$ cat src/design/vcbts_pkg.sv
// ----------------------------------------------------------------------------
// vcbts_pkg: shared types and constants of the view cone target selector
// Field widths, datapath widths, register map, sequencer states.
// ----------------------------------------------------------------------------
package vcbts_pkg;

  localparam int ID_BITS    = 16;
  localparam int POS_BITS   = 24;
  localparam int FWD_W      = 16;
  localparam int ALIGN_W    = 16;
  localparam int DIST_W     = 24;

  // offset from origin, one bit more than a coordinate
  localparam int DIFF_W     = POS_BITS + 1;
  // offsets that pass the range test fit in DIST_W magnitude bits
  localparam int MUL_W      = DIST_W + 1;
  localparam int PROD_W     = 2 * MUL_W;
  localparam int SQ_W       = 2 * DIST_W + 2;
  localparam int MAXSQ_W    = 2 * DIST_W;
  localparam int DOT_W      = FWD_W + DIST_W + 2;
  localparam int ADOT_W     = DOT_W - 1;
  localparam int REM_W      = DIST_W + 2;
  localparam int STEP_W     = DIST_W + 4;

  localparam int SQRT_STEPS = DIST_W;
  localparam int DIV_STEPS  = ALIGN_W - 1;
  localparam int MUL_STEPS  = 7;
  localparam int CNT_W      = $clog2(SQRT_STEPS + 1);

  localparam int TDATA_IN_W  = ((ID_BITS + 3 * POS_BITS + 7) / 8) * 8;
  localparam int TDATA_OUT_W = ((ID_BITS + ALIGN_W + DIST_W + 7) / 8) * 8;

  localparam int CFG_DATA_W = 32;
  localparam int CFG_ADDR_W = 5;

  localparam logic signed [ALIGN_W-1:0] ALIGN_MAX = {1'b0, {(ALIGN_W-1){1'b1}}};
  localparam logic signed [ALIGN_W-1:0] ALIGN_MIN = {1'b1, {(ALIGN_W-1){1'b0}}};
  localparam logic signed [FWD_W-1:0]   FWD_X_RST = {1'b0, {(FWD_W-1){1'b1}}};

  typedef enum logic [2:0] {
    REG_ORIGIN_X  = 3'd0,
    REG_ORIGIN_Y  = 3'd1,
    REG_ORIGIN_Z  = 3'd2,
    REG_FORWARD_X = 3'd3,
    REG_FORWARD_Y = 3'd4,
    REG_FORWARD_Z = 3'd5,
    REG_MAX_DIST  = 3'd6,
    REG_MIN_ALIGN = 3'd7
  } reg_idx_e;

  typedef enum logic [3:0] {
    ST_IDLE,
    ST_RANGE,
    ST_MUL,
    ST_CHECK,
    ST_SQRT,
    ST_DIVCHK,
    ST_DIV,
    ST_ALIGN,
    ST_DECIDE,
    ST_FINISH
  } state_e;

  typedef struct packed {
    logic in_ready;
    logic out_load;
    logic keep_upd;
  } ctl_t;

endpackage

$ cat src/design/vcbts_sub_step.sv
// ----------------------------------------------------------------------------
// vcbts_sub_step: compare and subtract step
// One restoring step, shared by the square root and the division sequences.
// ----------------------------------------------------------------------------
module vcbts_sub_step import vcbts_pkg::*; (
  input  logic [STEP_W-1:0] cand_i,
  input  logic [STEP_W-1:0] sub_i,
  output logic              ge_o,
  output logic [STEP_W-1:0] diff_o
);

  logic [STEP_W:0] wide_diff;

  assign wide_diff = {1'b0, cand_i} - {1'b0, sub_i};
  // borrow out clear means the candidate covers the subtrahend
  assign ge_o      = ~wide_diff[STEP_W];
  assign diff_o    = ge_o ? wide_diff[STEP_W-1:0] : cand_i;

endmodule

$ cat src/design/view_cone_best_target_select_unit.sv
// ----------------------------------------------------------------------------
// view_cone_best_target_select_unit: best aligned candidate in a view cone
// Streams candidate points, keeps the one closest in angle to the forward
// vector within range, and reports it on the last candidate of a scan.
// ----------------------------------------------------------------------------
//  channel   direction  transaction
//  s_axis    in         one candidate: id, x, y, z; tuser eligible; tlast ends scan
//  m_axis    out        one result per scan: id, cosine, distance; tuser found
//  apb       in         register writes and reads, 8 registers at 4*i
//
//  No candidate is accepted before the last one is done. An eligible one in
//  range takes 7 products on one 25x25 multiplier, 24 square root steps and
//  15 division steps on one shared compare and subtract unit; a saturated
//  cosine skips the division. An ineligible candidate goes straight to the
//  final state, one outside the range box leaves after the range test, and
//  one at zero distance or outside the range sphere after the products.
//  Reset clears configuration to defaults and the kept candidate.
//  A result waiting on m_axis holds the next last candidate in its final state.
// ----------------------------------------------------------------------------
module view_cone_best_target_select_unit import vcbts_pkg::*; (
  input  logic                   clk_i,
  input  logic                   rst_ni,
  input  logic                   s_axis_tvalid,
  output logic                   s_axis_tready,
  // tdata: cand_id[15:0], cand_x[39:16], cand_y[63:40], cand_z[87:64]
  input  logic [TDATA_IN_W-1:0]  s_axis_tdata,
  // tuser: is_eligible
  input  logic                   s_axis_tuser,
  input  logic                   s_axis_tlast,
  output logic                   m_axis_tvalid,
  input  logic                   m_axis_tready,
  // tdata: best_id[15:0], best_alignment[31:16], best_distance[55:32]
  output logic [TDATA_OUT_W-1:0] m_axis_tdata,
  // tuser: found
  output logic                   m_axis_tuser,
  input  logic                   psel,
  input  logic                   penable,
  input  logic                   pwrite,
  input  logic [CFG_ADDR_W-1:0]  paddr,
  input  logic [CFG_DATA_W-1:0]  pwdata,
  output logic [CFG_DATA_W-1:0]  prdata,
  output logic                   pready
);

  // configuration
  logic signed [POS_BITS-1:0] origin_x_q, origin_y_q, origin_z_q;
  logic signed [FWD_W-1:0]    fwd_x_q, fwd_y_q, fwd_z_q;
  logic [DIST_W-1:0]          max_dist_q;
  logic signed [ALIGN_W-1:0]  min_align_q;

  // sequencer
  state_e             state_q, state_d;
  ctl_t               ctl;
  logic [CNT_W-1:0]   cnt_q;
  logic               last_q;

  // datapath
  logic [ID_BITS-1:0]        id_q;
  logic signed [DIFF_W-1:0]  dx_q, dy_q, dz_q;
  logic signed [PROD_W-1:0]  prod_q;
  logic [SQ_W-1:0]           sq_q;
  logic signed [DOT_W-1:0]   dot_q;
  logic [MAXSQ_W-1:0]        maxsq_q;
  logic [ADOT_W-1:0]         adot_q;
  logic [MAXSQ_W-1:0]        sh_q;
  logic [REM_W-1:0]          rem_q;
  logic [DIST_W-1:0]         root_q;
  logic [DIV_STEPS-1:0]      num_q;
  logic signed [ALIGN_W-1:0] align_q;

  // kept candidate and output register
  logic                      have_best_q;
  logic [ID_BITS-1:0]        kept_id_q;
  logic signed [ALIGN_W-1:0] kept_align_q;
  logic [DIST_W-1:0]         kept_dist_q;
  logic                      m_valid_q;
  logic                      m_found_q;
  logic [ID_BITS-1:0]        m_id_q;
  logic signed [ALIGN_W-1:0] m_align_q;
  logic [DIST_W-1:0]         m_dist_q;

  // ---------------------------------------------------------------- APB
  logic     cfg_wr;
  reg_idx_e cfg_idx;

  assign pready  = 1'b1;
  assign cfg_wr  = psel && penable && pwrite;
  assign cfg_idx = reg_idx_e'(paddr[CFG_ADDR_W-1:2]);

  always_ff @(posedge clk_i or negedge rst_ni) begin
    if (!rst_ni) begin
      origin_x_q  <= '0;
      origin_y_q  <= '0;
      origin_z_q  <= '0;
      fwd_x_q     <= FWD_X_RST;
      fwd_y_q     <= '0;
      fwd_z_q     <= '0;
      max_dist_q  <= '0;
      min_align_q <= '0;
    end else if (cfg_wr) begin
      case (cfg_idx)
        REG_ORIGIN_X:  origin_x_q  <= pwdata[POS_BITS-1:0];
        REG_ORIGIN_Y:  origin_y_q  <= pwdata[POS_BITS-1:0];
        REG_ORIGIN_Z:  origin_z_q  <= pwdata[POS_BITS-1:0];
        REG_FORWARD_X: fwd_x_q     <= pwdata[FWD_W-1:0];
        REG_FORWARD_Y: fwd_y_q     <= pwdata[FWD_W-1:0];
        REG_FORWARD_Z: fwd_z_q     <= pwdata[FWD_W-1:0];
        REG_MAX_DIST:  max_dist_q  <= pwdata[DIST_W-1:0];
        REG_MIN_ALIGN: min_align_q <= pwdata[ALIGN_W-1:0];
        default: ;
      endcase
    end
  end

  always_comb begin
    case (cfg_idx)
      REG_ORIGIN_X:  prdata = CFG_DATA_W'($unsigned(origin_x_q));
      REG_ORIGIN_Y:  prdata = CFG_DATA_W'($unsigned(origin_y_q));
      REG_ORIGIN_Z:  prdata = CFG_DATA_W'($unsigned(origin_z_q));
      REG_FORWARD_X: prdata = CFG_DATA_W'($unsigned(fwd_x_q));
      REG_FORWARD_Y: prdata = CFG_DATA_W'($unsigned(fwd_y_q));
      REG_FORWARD_Z: prdata = CFG_DATA_W'($unsigned(fwd_z_q));
      REG_MAX_DIST:  prdata = CFG_DATA_W'(max_dist_q);
      REG_MIN_ALIGN: prdata = CFG_DATA_W'($unsigned(min_align_q));
      default:       prdata = '0;
    endcase
  end

  // ---------------------------------------------------------------- input
  logic                       in_acc;
  logic signed [POS_BITS-1:0] cand_x, cand_y, cand_z;
  logic                       go;

  assign in_acc = s_axis_tvalid && s_axis_tready;
  assign cand_x = s_axis_tdata[ID_BITS +: POS_BITS];
  assign cand_y = s_axis_tdata[ID_BITS + POS_BITS +: POS_BITS];
  assign cand_z = s_axis_tdata[ID_BITS + 2*POS_BITS +: POS_BITS];
  assign go     = s_axis_tuser && (max_dist_q != '0) &&
                  ((fwd_x_q != '0) || (fwd_y_q != '0) || (fwd_z_q != '0));

  // ---------------------------------------------------------------- combinational datapath
  logic [DIFF_W-1:0] mag_x, mag_y, mag_z;
  logic              too_far;

  assign mag_x   = dx_q[DIFF_W-1] ? DIFF_W'(-dx_q) : DIFF_W'(dx_q);
  assign mag_y   = dy_q[DIFF_W-1] ? DIFF_W'(-dy_q) : DIFF_W'(dy_q);
  assign mag_z   = dz_q[DIFF_W-1] ? DIFF_W'(-dz_q) : DIFF_W'(dz_q);
  assign too_far = (mag_x > max_dist_q) || (mag_y > max_dist_q) || (mag_z > max_dist_q);

  logic signed [MUL_W-1:0] mul_a, mul_b;
  logic [CNT_W-1:0]        acc_sel;

  assign acc_sel = cnt_q - CNT_W'(1);

  always_comb begin
    case (cnt_q)
      CNT_W'(0): begin mul_a = MUL_W'(dx_q);    mul_b = MUL_W'(dx_q); end
      CNT_W'(1): begin mul_a = MUL_W'(dy_q);    mul_b = MUL_W'(dy_q); end
      CNT_W'(2): begin mul_a = MUL_W'(dz_q);    mul_b = MUL_W'(dz_q); end
      CNT_W'(3): begin mul_a = MUL_W'(fwd_x_q); mul_b = MUL_W'(dx_q); end
      CNT_W'(4): begin mul_a = MUL_W'(fwd_y_q); mul_b = MUL_W'(dy_q); end
      CNT_W'(5): begin mul_a = MUL_W'(fwd_z_q); mul_b = MUL_W'(dz_q); end
      CNT_W'(6): begin
        mul_a = $signed({1'b0, max_dist_q});
        mul_b = $signed({1'b0, max_dist_q});
      end
      default: begin mul_a = '0; mul_b = '0; end
    endcase
  end

  logic                  dot_neg;
  logic                  skip_sq;
  logic                  div_sat;
  logic [ALIGN_W-1:0]    quot;

  assign dot_neg = dot_q[DOT_W-1];
  assign skip_sq = (sq_q == '0) || (sq_q > maxsq_q);
  assign div_sat = adot_q >= {root_q, {DIV_STEPS{1'b0}}};
  assign quot    = {1'b0, num_q};

  // shared compare and subtract step
  logic [STEP_W-1:0] step_cand, step_sub, step_diff;
  logic              step_ge;

  always_comb begin
    if (state_q == ST_DIV) begin
      step_cand = STEP_W'({rem_q[REM_W-2:0], num_q[DIV_STEPS-1]});
      step_sub  = STEP_W'(root_q);
    end else begin
      step_cand = STEP_W'({rem_q, sh_q[MAXSQ_W-1 -: 2]});
      step_sub  = STEP_W'({root_q, 2'b01});
    end
  end

  vcbts_sub_step u_step (
    .cand_i (step_cand),
    .sub_i  (step_sub),
    .ge_o   (step_ge),
    .diff_o (step_diff)
  );

  logic out_free;
  logic better;

  assign out_free = !m_valid_q || m_axis_tready;
  assign better   = (align_q >= min_align_q) &&
                    (!have_best_q || (align_q > kept_align_q) ||
                     ((align_q == kept_align_q) && (root_q < kept_dist_q)));

  // ---------------------------------------------------------------- sequencer
  always_comb begin
    state_d = state_q;
    case (state_q)
      ST_IDLE:   if (in_acc) state_d = go ? ST_RANGE : ST_FINISH;
      ST_RANGE:  state_d = too_far ? ST_FINISH : ST_MUL;
      ST_MUL:    if (cnt_q == CNT_W'(MUL_STEPS)) state_d = ST_CHECK;
      ST_CHECK:  state_d = skip_sq ? ST_FINISH : ST_SQRT;
      ST_SQRT:   if (cnt_q == CNT_W'(SQRT_STEPS - 1)) state_d = ST_DIVCHK;
      ST_DIVCHK: state_d = div_sat ? ST_DECIDE : ST_DIV;
      ST_DIV:    if (cnt_q == CNT_W'(DIV_STEPS - 1)) state_d = ST_ALIGN;
      ST_ALIGN:  state_d = ST_DECIDE;
      ST_DECIDE: state_d = ST_FINISH;
      ST_FINISH: if (!last_q || out_free) state_d = ST_IDLE;
      default:   state_d = ST_IDLE;
    endcase
  end

  always_comb begin
    ctl = '0;
    case (state_q)
      ST_IDLE:   ctl.in_ready = 1'b1;
      ST_DECIDE: ctl.keep_upd = better;
      ST_FINISH: ctl.out_load = last_q && out_free;
      default:   ctl = '0;
    endcase
  end

  assign s_axis_tready = ctl.in_ready;

  always_ff @(posedge clk_i or negedge rst_ni) begin
    if (!rst_ni) begin
      state_q <= ST_IDLE;
      cnt_q   <= '0;
      last_q  <= 1'b0;
    end else begin
      state_q <= state_d;
      if (in_acc) last_q <= s_axis_tlast;
      case (state_q)
        ST_RANGE, ST_CHECK, ST_DIVCHK: cnt_q <= '0;
        ST_MUL, ST_SQRT, ST_DIV:       cnt_q <= cnt_q + CNT_W'(1);
        default: ;
      endcase
    end
  end

  // payload datapath
  always_ff @(posedge clk_i) begin
    case (state_q)
      ST_IDLE: begin
        if (in_acc) begin
          id_q <= s_axis_tdata[ID_BITS-1:0];
          dx_q <= DIFF_W'(cand_x) - DIFF_W'(origin_x_q);
          dy_q <= DIFF_W'(cand_y) - DIFF_W'(origin_y_q);
          dz_q <= DIFF_W'(cand_z) - DIFF_W'(origin_z_q);
        end
      end
      ST_RANGE: begin
        sq_q  <= '0;
        dot_q <= '0;
      end
      ST_MUL: begin
        prod_q <= mul_a * mul_b;
        // accumulate the product registered in the previous cycle
        if (cnt_q != '0) begin
          case (acc_sel)
            CNT_W'(0), CNT_W'(1), CNT_W'(2):
              sq_q <= sq_q + SQ_W'($unsigned(prod_q));
            CNT_W'(3), CNT_W'(4), CNT_W'(5):
              dot_q <= dot_q + DOT_W'(prod_q);
            default: maxsq_q <= prod_q[MAXSQ_W-1:0];
          endcase
        end
      end
      ST_CHECK: begin
        adot_q <= dot_neg ? ADOT_W'(-dot_q) : ADOT_W'(dot_q);
        sh_q   <= sq_q[MAXSQ_W-1:0];
        rem_q  <= '0;
        root_q <= '0;
      end
      ST_SQRT: begin
        sh_q  <= {sh_q[MAXSQ_W-3:0], 2'b00};
        rem_q <= step_diff[REM_W-1:0];
        root_q <= {root_q[DIST_W-2:0], step_ge};
      end
      ST_DIVCHK: begin
        rem_q  <= REM_W'(adot_q >> DIV_STEPS);
        num_q  <= adot_q[DIV_STEPS-1:0];
        align_q <= dot_neg ? ALIGN_MIN : ALIGN_MAX;
      end
      ST_DIV: begin
        rem_q <= step_diff[REM_W-1:0];
        num_q <= {num_q[DIV_STEPS-2:0], step_ge};
      end
      ST_ALIGN: begin
        align_q <= dot_neg ? $signed(ALIGN_W'(-quot)) : $signed(quot);
      end
      default: ;
    endcase
  end

  // kept candidate and result register
  always_ff @(posedge clk_i or negedge rst_ni) begin
    if (!rst_ni) begin
      have_best_q  <= 1'b0;
      kept_id_q    <= '0;
      kept_align_q <= '0;
      kept_dist_q  <= '0;
      m_valid_q    <= 1'b0;
      m_found_q    <= 1'b0;
      m_id_q       <= '0;
      m_align_q    <= '0;
      m_dist_q     <= '0;
    end else begin
      if (ctl.keep_upd) begin
        have_best_q  <= 1'b1;
        kept_id_q    <= id_q;
        kept_align_q <= align_q;
        kept_dist_q  <= root_q;
      end
      if (ctl.out_load) begin
        m_valid_q    <= 1'b1;
        m_found_q    <= have_best_q;
        m_id_q       <= kept_id_q;
        m_align_q    <= kept_align_q;
        m_dist_q     <= kept_dist_q;
        // start a new scan
        have_best_q  <= 1'b0;
        kept_id_q    <= '0;
        kept_align_q <= '0;
        kept_dist_q  <= '0;
      end else if (m_axis_tready) begin
        m_valid_q <= 1'b0;
      end
    end
  end

  assign m_axis_tvalid = m_valid_q;
  assign m_axis_tuser  = m_found_q;
  assign m_axis_tdata  = TDATA_OUT_W'({m_dist_q, m_align_q, m_id_q});

  // ---------------------------------------------------------------- assertions
  a_rise_from_finish: assert property (@(posedge clk_i) disable iff (!rst_ni)
    $rose(m_valid_q) |-> $past(state_q == ST_FINISH && last_q))
    else $error("result raised outside the end of a scan");

  a_scan_cleared: assert property (@(posedge clk_i) disable iff (!rst_ni)
    ctl.out_load |=> !have_best_q && kept_dist_q == '0)
    else $error("kept candidate survived the end of a scan");

  a_kept_nonzero: assert property (@(posedge clk_i) disable iff (!rst_ni)
    have_best_q |-> kept_dist_q != '0)
    else $error("kept candidate at zero distance");

  a_sqrt_count: assert property (@(posedge clk_i) disable iff (!rst_ni)
    state_q == ST_SQRT |-> cnt_q < CNT_W'(SQRT_STEPS))
    else $error("square root step count overran");

  a_busy_not_ready: assert property (@(posedge clk_i) disable iff (!rst_ni)
    (state_q != ST_IDLE) |-> !s_axis_tready)
    else $error("input ready while a candidate is in work");

endmodule
$ cat config.mk
export PLATFORM = sky130hd
export DESIGN_NAME = view_cone_best_target_select_unit
export DESIGN_NICKNAME = d
export VERILOG_FILES = /design/src/design/vcbts_pkg.sv /design/src/design/vcbts_sub_step.sv /design/src/design/view_cone_best_target_select_unit.sv
export SDC_FILE = /design/constraint.sdc
export NUM_CORES = 2
export LEC_CHECK = 0
export ABC_AREA = 1
export BUFFER_PORTS_ARGS = -buffer_cell sky130_fd_sc_hd__buf_2
export CORE_ASPECT_RATIO = 1.1
export CORE_MARGIN = 2
export CORE_UTILIZATION = 55
export CTS_CLUSTER_DIAMETER = 120
export DETAILED_ROUTE_END_ITERATION = 10
export PLACE_DENSITY = 0.81
export SLEW_MARGIN = 30
export SYNTH_ARGS = -nofsm -noshare
export SYNTH_HDL_FRONTEND = slang
export SYNTH_SLANG_ARGS = --single-unit
$ cat constraint.sdc
create_clock -name clk_i -period 10.15 [get_ports clk_i]
set_clock_uncertainty 0.15 [all_clocks]
set_input_delay 1.015 -clock clk_i [delete_from_list [all_inputs] [get_ports clk_i]]
set_output_delay 1.015 -clock clk_i [all_outputs]
set_load 0.02 [all_outputs]
## Word level (Yosys, flattened, before mapping)

Cells that the tools add are included.

| operators by class | value |
|---|---|
| eq/ne operators | 39 |
| bitwise operators | 2 |
| mux-type cells | 47 |
| multipliers | 1 |
| magnitude comparators | 8 |
| reductions and logical operators | 60 |
| $add $sub $neg | 13 |

Operator list:

| kind | number |
|---|---|
| case mux 32 bit (8 select lines) | 1 |
| case mux 25 bit (7 select lines) | 1 |
| 2-to-1 mux 50 bit | 2 |
| case mux 25 bit (4 select lines) | 1 |
| case mux 50 bit (2 select lines) | 1 |
| 2-to-1 mux 16 bit | 6 |
| case mux 48 bit (2 select lines) | 1 |
| 2-to-1 mux 42 bit | 2 |
| case mux 42 bit (2 select lines) | 1 |
| case mux 26 bit (3 select lines) | 1 |
| > comparator 25 x 24 -> 1 bit | 3 |
| 2-to-1 mux 25 bit | 3 |
| negator 25 bit | 3 |
| subtractor 24 x 24 -> 25 bit | 3 |
| 2-to-1 mux 26 bit | 2 |
| adder 50 bit | 1 |
| > comparator 50 x 48 -> 1 bit | 1 |
| zero test 50 bit | 1 |
| multiplier 25 x 25 -> 50 bit | 1 |
| 2-to-1 mux 24 bit | 2 |
| case mux 24 bit (2 select lines) | 1 |
| nonzero test 16 bit | 3 |
| adder 42 bit | 1 |
| greater-or-equal comparator 41 x 39 -> 1 bit | 1 |
| other kinds (48) | 127 |

| word-level totals | value |
|---|---|
| output and inout port bits | 92 |
| bits of input ports | 134 |
| register bits after elaboration | 736 |
| word-level logic and storage cells | 204 |

## Depth between registers and ports, before layout

| depth | value |
|---|---|
| word-level depth | 7 |
| gate-level depth with buffers | 44 |
| gate-level depth less buffers | 41 |

## Cells and area by module

A second synthesis with hierarchy kept.

| unflattened totals | value |
|---|---|
| cell total of the unflattened synthesis | 8857 |
| area total of the unflattened synthesis | 72433.2 sq um |

By module, submodules not included:

| module | seq. area each (sq um) | area each (sq um) | cells an instance | times used |
|---|---|---|---|---|
| view_cone_best_target_select_unit | 20693.6 | 69760.7 | 8299 | 1 |
| vcbts_sub_step | 0.0 | 2672.6 | 558 | 1 |

## Worst setup path before layout

No wires, ideal clock.

| timing path | value |
|---|---|
| kind | reg2reg |
| from | register cnt_q[0] |
| to | register prod_q[45] (data pin) |
| required time | 9734 ps |
| cell stages (with the launch flop) | 33 |
| slack | 1781 ps |
| path buffers | 2 |
| setup time | 266 ps |
| arrival time | 7953 ps |
| clock period less this slack | 8369 ps |
| cell sequence | dfrtp_1 inv_1 ha_1 inv_1 nor2_1 inv_1 nor2_1 inv_1 buf_2 nor2_1 nor4_4 buf_2 nor2_1 fa_1 inv_1 fa_1 inv_1 fa_1 inv_1 fa_1 fa_1 fa_1 fa_1 inv_1 ha_1 nand2_1 nor2_1 nand2_1 inv_1 nand2_1 or2_2 o221ai_1 xor2_1 |

| on the way | value |
|---|---|
| cells in the longest elaborated chain, start to end | 4 |
| elaborated cells on any way between the ends | 13 |
| classes of those cells | mul (1); eq/ne (6); mux (2); reduce/logical (4) |

RTL lines:

| what | RTL line | source |
|---|---|---|
| start: declaration | view_cone_best_target_select_unit.sv:54 | `logic [CNT_W-1:0] cnt_q;` |
| start signal: assignment | view_cone_best_target_select_unit.sv:250 | `ST_MUL, ST_SQRT, ST_DIV: cnt_q <= cnt_q + CNT_W'(1);` |
| == test 5 x 3 -> 1 bit, or another cell as far along | view_cone_best_target_select_unit.sv:156 | `case (cnt_q)` |
| OR reduction 2 bit (no source line) | -- |  |
| case mux 25 bit (4 select lines) | view_cone_best_target_select_unit.sv:156 |  |
| multiplier 25 x 25 -> 50 bit (*) | view_cone_best_target_select_unit.sv:272 | `prod_q <= mul_a * mul_b;` |
| end signal: assignment | view_cone_best_target_select_unit.sv:272 |  |
| end: declaration | view_cone_best_target_select_unit.sv:60 | `logic signed [PROD_W-1:0] prod_q;` |

Every way passes the cells marked *; elsewhere a longest branch is shown, timed or not.
A chain may end at the register's enable or synchronous reset.

## Worst setup path in the final report

| timing path | value |
|---|---|
| from | register cnt_q[0] |
| to | register prod_q[46] (data pin) |

The elaborated chain is that of the path after synthesis.

==> impl_metrics.py <==
metrics = {
    "sta": {
        "worst_slack_ns": 0.419,
        "post-route-period-util_pct": 95.9,
        "worst-slew-pin-transition_ns": 1.00,
        "final_max_slew_viol_count": 0,
        "relSlewSlack_pct": 33.2,
        "setup_tns_ns": 0,
        "clock.fmax_ghz": 0.103,
        "hold_slack_ns": 0.164,
        "finalSetupViolations": 0,
        "fin_crit_ns": 9.73,
        "rsz0062_at_grt": "no",
        "hold_viol_final": 0,
    },
    "synthesis": {
        "yosysTopAreaCellShare_pct": 19.0,
        "syn_avg_cell_area_um2": 8.37,
        "synthArstFlopShare_pct": 38.7,
        "yosys-top-cells-count": "nand2_1 (1,540), inv_1 (1,538), nor2_1 (833)",
        "yosysUniqueCellTypes": 71,
        "synth_edf_count": 451,
        "synth_top_area_cell": "edfxtp_1",
        "synth_flop_cell": "edfxtp_1",
        "syn-cell-area_mm2": 0.0714,
        "ys_warn_count": 0,
        "yosysSeqAreaShare_pct": 29.0,
        "yosysMostFrequentCell": "nand2_1",
        "ys_seq_elements": 736,
        "synthTopCellsByArea": "edfxtp_1 (19%), fa_1 (19%), dfrtp_1 (9.5%)",
        "syn_inst": 8532,
    },
    "clock_tree": {
        "cts_setup_buffers": 0,
        "tritoncts": "yes",
        "clkTransAtPathRegs_ns": 0.06,
        "cts_root_buf": "clkbuf_16",
        "insertion_delay_ns": 0.74,
        "post_cts_resized": 0,
        "cts_buffer_depth": 3,
        "numCtsBuffers": 83,
        "htreeDepth": 3,
        "cts_hold_buf": 0,
        "clock-sinks": 736,
    },
    "drt": {
        "wl_per_cell_um": 22.3,
        "wl_mm": 232,
        "drc": 0,
        "ant_nets": 0,
        "drtIter0Drc": 6068,
        "drtPass1Iterations": 7,
        "via_per_inst": 5.84,
        "route.vias.total": 60900,
    },
    "global_route": {
        "grt_pass1_wl_mm": 357,
        "grt_start_max_net_pins": 104,
        "grt_use_met1_pct": 44.3,
        "grt-busiest-layer": "met2",
        "grt_overflow": 0,
        "groute.usage.overall_pct": 35.3,
        "grt_use_met2_pct": 57.1,
        "antenna_found_initial": 12,
        "use_met3_pct": 6.53,
        "grt_pass1_vias": 61600,
    },
    "setup_path": {
        "cp.required_ns": 10.46,
        "startpoint_type": "register",
        "crit_path_end_kind": "register",
        "cp_max_fo": 34,
        "critical_path_class": "reg2reg",
        "slowest_delay_ns": 0.67,
        "crit_arrival_ns": 10.05,
        "critPathSlowestCell": "fa_1",
    },
    "layout": {
        "final_nets": 10000,
        "fill_cells": 11300,
        "syn2layout_area_growth_pct": 8.01,
        "multi_input_area_mm2": 0.0436,
        "seqCellArea_mm2": 0.0207,
        "drive_above_1_share_pct": 6.90,
        "layoutNonFillerInstCount": 10400,
    },
    "placed_design": {
        "dpl_worst_slack_ns": 0.851,
        "dp.cells": 10300,
        "numPortBuffers": 206,
        "dpl.hpwl_mm": 186,
        "globalplace.congestion": 1.00,
    },
    "die": {
        "coreArea_mm2": 0.129,
        "ioPinCount": 226,
        "die_y_um": 382,
        "row_count": 138,
        "dieArea_mm2": 0.133,
        "die-width_um": 348,
        "initial_core_util_pct": 55.4,
    },
    "hold_path": {
        "holdCritPathClass": "in2async",
    },
    "run": {
        "max_cap_violations": 0,
    },
    "outcome": {
        "outcome": "completed",
    },
}
routing by layer:
metal  up-vias  wire length (µm)
li1      27800                 -
met1     29300             89200
met2      3005            107000
met3       787             20500
met5         -               118
met4        18             16100
kinds of logic (layout without fill, tap and decap cells):
kind of cell	Yosys count	count (layout)	synth area share [%]
AOI/OAI and AO/OA	1582	1582	12.5
xor gates and xnor gates	264	264	3.24
adders and majority gates	1203	1203	28.1
buffers and inverters	1845	2047	10.2
DFF	736	736	29.0
muxes	4	4	0.0578
other	2	14	0.0105
and+or+nand+nor	2896	2896	16.9
registers in the layout, indices dropped and copies added (netlist names), 24 cells and up:
| signal | count |
|---|---|
| prod_q | 50 |
| sq_q | 50 |
| maxsq_q | 48 |
| sh_q | 48 |
| dot_q | 42 |
| adot_q | 41 |
| rem_q | 26 |
| dx_q | 25 |
| dy_q | 25 |
| dz_q | 25 |
| kept_dist_q | 24 |
| m_dist_q | 24 |
| max_dist_q | 24 |
| origin_x_q | 24 |
| origin_y_q | 24 |
| origin_z_q | 24 |
| root_q | 24 |
path summary, 6_finish.rpt:
kind	startpoint	endpoint	slack (ns)	cells after the start
min	rst_ni	m_id_q[11]	0.16	1
max	cnt_q[0]	prod_q[46]	0.42	38
min reg2reg	id_q[1]	kept_id_q[1]	0.30	2
min in group clk_i	id_q[1]	kept_id_q[1]	0.30	2
max reg2reg	cnt_q[0]	prod_q[46]	0.42	38
max in group asynchronous	rst_ni	origin_z_q[21]	7.57	3
layout make-up:
type,instances,area share (%)
flip-flops and latches,736,26.8
well taps,1680,2.73
clock inverters,52,0.952
diodes,5,0.0162
clock buffers,102,2.88
repair buffers,304,2.33
inverters,1589,7.76
multi-input cells,5958,56.5
cells in the final DEF (no fill, tap or decap), drive strengths merged, types with 39 or more instances in the layout:
cell type	Yosys	final
a221oi	39	39
nor2	846	846
a21oi	524	524
nor4	64	64
buf	132	304
clkbuf	124	102
inv	1581	1587
a31oi	40	40
o211ai	41	41
ha	539	539
o21ai	688	688
dfrtp	270	270
nand4	94	94
nand3	235	235
nand2	1546	1546
o21a	60	60
xnor2	84	84
edfxtp	451	451
nor3	72	72
xor2	180	180
fa	664	664
o22ai	76	76
per-stage QoR:
stage               utilization (%)  cell area [µm²]
CTS                            59.9            77100
detailed placement             57.6            74200
global route                   59.9            77100
floorplan                         -            71400
finish                         59.9            77100
global placement               57.5            74100
worst max-delay path: cells and delay by family, from the launching register on:
kind	cells	cell delay (ns)
AO/OA/AOI/OAI	1	0.21
adder cells (fa/ha/maj)	9	4.36
AND/OR/NAND/NOR	17	2.68
buffers and inverters	10	1.41
XOR/XNOR	1	0.21
flip-flops	1	0.43
Power is left out: the tool's default activity adds up to more than one toggle a clock period on the data nets, which glitch-free logic cannot reach.
